File: config.mk
export PLATFORM = sky130hd
export DESIGN_NAME = dnd_ram
export DESIGN_NICKNAME = d
export VERILOG_FILES = /design/src/hdl/dns_name_decompressor_assert.svh /design/src/hdl/dnd_ram.sv
export SDC_FILE = /design/constraint.sdc
export NUM_CORES = 2
export LEC_CHECK = 0
export ABC_AREA = 1
export ABC_CLOCK_PERIOD_IN_PS = 2600
export BUFFER_PORTS_ARGS = -buffer_cell sky130_fd_sc_hd__buf_2
export CAP_MARGIN = 20
export CORE_MARGIN = 10
export CORE_UTILIZATION = 63
export DETAILED_ROUTE_END_ITERATION = 7
export PLACE_DENSITY_LB_ADDON = 0.1
export SLEW_MARGIN = 20
export SYNTH_ARGS = -nofsm -noshare
export SYNTH_HDL_FRONTEND = slang
export SYNTH_SLANG_ARGS = --single-unit
File: constraint.sdc
create_clock -name clk -period 2.6 [get_ports clk]
set_clock_uncertainty 0.2 [all_clocks]
set_input_delay 0.13 -clock clk [delete_from_list [all_inputs] [get_ports clk]]
set_output_delay 0.13 -clock clk [all_outputs]
set_load 0.005 [all_outputs]
File: src/hdl/dns_name_decompressor_assert.svh
// Assertion macros used by the decompressor RTL file.
`ifndef DNS_NAME_DECOMPRESSOR_ASSERT_SVH
`define DNS_NAME_DECOMPRESSOR_ASSERT_SVH
`ifndef SYNTH
`define DND_ASSERT_IMP(label, ante, cons) \
	label: assert property (@(posedge clk) disable iff (!arst_n) (ante) |-> (cons)) \
		else $error("dnd: implication check failed");
`define DND_ASSERT_NEXT(label, ante, cons) \
	label: assert property (@(posedge clk) disable iff (!arst_n) (ante) |=> (cons)) \
		else $error("dnd: next-cycle check failed");
`else
`define DND_ASSERT_IMP(label, ante, cons)
`define DND_ASSERT_NEXT(label, ante, cons)
`endif
`endif

File: src/hdl/dnd_ram.sv
`default_nettype none
module dnd_ram #(
	parameter int WIDTH = 8,
	parameter int DEPTH = 512
) (
	input  wire logic                     clk,
	input  wire logic                     we,
	input  wire logic [$clog2(DEPTH)-1:0] waddr,
	input  wire logic [WIDTH-1:0]         wdata,
	input  wire logic                     re,
	input  wire logic [$clog2(DEPTH)-1:0] raddr,
	output logic      [WIDTH-1:0]         rdata
);

	logic [WIDTH-1:0] mem_q [DEPTH];
	logic [WIDTH-1:0] rdata_q;

	always_ff @(posedge clk) begin
		if (we) begin
			mem_q[waddr] <= wdata;
		end
		if (re) begin
			rdata_q <= mem_q[raddr];
		end
	end

	assign rdata = rdata_q;

endmodule
`default_nettype wire
# Yosys cells after proc, flatten, opt, wreduce, memory -nomap -nowiden
# Memories as Yosys holds them, arrays and structs flattened. A register that Yosys moved wholly into a read port is not among the register bits.
# Cells that the tools add are included.
word_totals:
  register_bits: 0
  ram_bits: 4096
  input_bits: 29
  out_inout_bits: 8
  wordCells: 3
  memories: 1
classes:
  n_mux: 2
memory_table:
  columns: ["memory", "depth", "width", "rd", "rd_clocked_by_memory_dff", "wr", "line_no", "source"]
  rows:
  - ["mem_q", 512, 8, 1, 1, 1, "dnd_ram.sv:15", "logic [WIDTH-1:0] mem_q [DEPTH];"]
ops:
  columns: ["cell", "n"]
  rows:
  - ["$mux W1", 2]

# Logic depth before layout (Yosys ltp)
depth:
  ltp_word: 2
  depth_mapped: 15
  depth_no_buf: 11

# Worst setup path after synthesis
# OpenSTA, ideal clock, no wires.
synth_path:
  kind: "input-to-reg"
  start: "input waddr[4]"
  end: "memory mem_q[212][0], enable pin"
  arrival_ns: 1.351
  required_time_ns: 2.030
  path_slack_ns: 0.679
  cell_stages: 7
  n_path_buf: 1
  path_cell_list: "inv_1 nor2_1 inv_1 nor2_1 inv_1 clkbuf_1 nor2_1"
synth_rtl:
  columns: ["element", "line_no", "source"]
  rows:
  - ["from (decl)", "dnd_ram.sv:8", "input wire logic [$clog2(DEPTH)-1:0] waddr,"]
  - ["to (decl)", "dnd_ram.sv:15", null]
# No word-level cell before the write port.

==> flow_metrics.py <==
metrics = {
    "synth": {
        "syn_inst": 13890,
        "synth-xor-area-share": 0,
        "synth_nets": 13920,
        "synthSimpleGateAreaFrac": 0.2279,
        "syn_avg_cell_area_um2": 12.01,
        "post-synth-top-area-cell": "edfxtp_1",
        "netlist_area_mm2": 0.1668,
        "seq_area_frac_synth": 0.7388,
        "synth.distinct_cells": 15,
        "synth_fa_ha_area_frac": 0,
        "synth_top_family_by_area": "simple AND/OR/NAND/NOR gates",
        "synth.area.top_cells": "edfxtp_1 (74%), nand3_1 (12%), nand2_1 (9.4%), buf_2 (1.6%), nor2_1 (1.2%)",
        "ys_warn_count": 0,
        "synth_compound_area_frac": 0,
        "synth_top_area_frac": 0.7388,
        "synth-seq-cells": 4104,
        "synth_mux_area_frac": 0,
    },
    "clock_tree": {
        "clkSlewWorstSetupHoldPaths_ns": 0.06,
        "cts_max_level": 5,
        "cts_root_buf": "clkbuf_16",
        "cts_buffers": 401,
        "cts_sinks": 4104,
        "cts_tree": "built",
        "post_cts.repair.setup_buffers": 0,
        "clkLatencyLatePin_ns": 0.96,
        "cts_buffer_depth": 4,
    },
    "floorplan": {
        "initial_core_util": 0.6343,
        "die_x_um": 534.6,
        "dieArea_mm2": 0.2858,
        "die_y_um": 534.6,
        "ios": 37,
        "core_area_mm2": 0.2630,
        "fp-row-count": 188,
    },
    "worst_setup_path": {
        "slowest_delay_ns": 0.38,
        "path_cells": "nand2_1 > nand3_1 > nand3_1 > nand3_1 > nand3_1 > nand3_1 > nand3_1 > buf_4 > nand3_4 > buf_4 > nand3_1 > nand2_1",
        "cpMaxStageDelayCell": "edfxtp_1",
        "cp_common_cell": "nand3_1",
        "crit_family": "simple AND/OR/NAND/NOR gates",
        "path_buf_inv": 2,
        "startpoint_type": "flip-flop",
        "critical_path_arrival_ns": 3.08,
        "cp_max_fo": 1,
        "cp.required_ns": 3.09,
        "end_kind": "flip-flop",
        "path_class": "flip-flop to flip-flop",
    },
    "cells_and_area": {
        "drive_gt1_frac": 0.1333,
        "layout_common_cells": "nand2_1 (4145), edfxtp_1 (4104), nand3_1 (4075)",
        "layout_commonest_cell": "nand2_1",
        "nets": 14810,
        "final_util": 0.7346,
        "area_growth_pct": 15.81,
        "fillers": 17140,
    },
    "pwr": {
        "power.density_mw_per_mm2": 720.6,
        "leakage_nw": 69.84,
        "peakVddDrop_mv": 0.6234,
    },
    "run_status": {
        "status": "finished with violations",
        "violations": "design-rule violations",
    },
    "sta": {
        "timing.final.ws_setup_ns": 0.003492,
        "fin_crit_sh": 0.9987,
        "relSlewSlack": 0.2976,
        "setup-violations-final": 0,
        "max_slew.worst_pin.slew_ns": 1.050,
        "tns_ns": 0,
        "rsz0062_at_grt": "no",
        "finalCriticalPeriod_ns": 2.597,
        "timing.final.hold_violations": 0,
        "maxSlewViolCount": 0,
        "fmax_mhz": 385.1,
    },
    "placement": {
        "pre_cts_slack_ns": -0.5659,
        "gp_congestion": 0.9503,
        "post-dp-hpwl_um": 293100,
        "io_buffers": 36,
    },
    "routing": {
        "drt_first_pass_iters": 8,
        "drc": 1,
        "dr.first_iter.drc_count": 16840,
        "vias": 115900,
        "finalWirelength_um": 473200,
        "vias_per_cell": 6.221,
        "wire_per_inst_um": 25.39,
        "ant_nets": 0,
    },
    "global_routing": {
        "grt_pass1_vias": 111700,
        "groute.usage.overall": 0.3235,
        "grt.overflow.total": 0,
        "antenna_found_initial": 15,
        "grt_max_degree": 111,
        "grt_first_pass_wirelength_um": 701500,
    },
    "run": {
        "drv_cap": 0,
    },
    "min_path": {
        "hp-class": "primary input to flip-flop",
    },
}
## synthesized netlist by cell type (all sizes together)
cell,n
inv,39
nor3,11
edfxtp,4104
nand3,4080
nor2,514
buf,799
clkbuf,184
nand2,4160
## metal layers
layer / GRT usage / vias up / wire length (um)
li1: - / 51260 / -
met1: 0.4494 / 56140 / 176700
met2: 0.5024 / 7253 / 216900
met3: 0.05989 / 1270 / 53590
met4: 0.1508 / 6 / 25930
met5: 0 / - / 42
## cell type report
| cell class | instances | area [um^2] | area share |
|---|---|---|---|
| sequential | 4104 | 123200 | 0.6379 |
| multi-input combinational | 8765 | 38180 | 0.1976 |
| timing repair buffer | 1470 | 14430 | 0.07471 |
| clock buffer | 497 | 10650 | 0.05513 |
| tap | 3515 | 4398 | 0.02277 |
| clock inverter | 231 | 2058 | 0.01065 |
| inverter | 39 | 200.2 | 0.001036 |
| antenna | 13 | 32.53 | 0.0001684 |
## path summary, 6_finish.rpt
| check | endpoint | slack [ns] | cells past startpoint | from |
|---|---|---|---|---|
| setup / recovery | rdata[3] | 0.003 | 12 | mem_q[216][3] |
| hold / removal | mem_q[221][1] | 0.05 | 2 | wdata[1] |
| setup reg to reg | rdata[3] | 0.003 | 12 | mem_q[216][3] |
| hold reg to reg | rdata[1] | 0.93 | 10 | mem_q[20][1] |
## repair_timing
action | 4_1_cts | 5_1_grt
resized for setup | 5 | 3
endpoints found under the setup margin | 3 | 7
hold endpoints to repair | 4615 | 0
hold buffers | 36 | 0
## power by group
part | switching, W | internal (W)
Clock | 0.0244 | 0.0324
Combinational | 0.00670 | 0.00277
Sequential | 0.0000362 | 0.0729
Total | 0.0311 | 0.108
## sequential cells by signal, indices dropped and copies added, names as in the netlist
register  count
mem_q      4096
rdata         8
## cells by family (layout without fill, tap and decap cells)
group	count (synthesis)	in the layout
other	0	13
DFF	4104	4104
and+or+nand+nor	8765	8765
buffers and inverters	1022	2237
## per-stage QoR
step                      total power, W  area [um^2]  cells  hold slack, ns
after floorplan                  0.07881       166800  13890         0.02887
after global routing              0.1426       193200  18620         0.03108
final                             0.1392       193200  18630         0.05277
after detailed placement         0.08343       180000  17860          0.3338
after CTS                         0.1393       193100  18620        0.004830
after global placement           0.08327       180000  17860          0.3319
(Power assumes the default switching activity.)
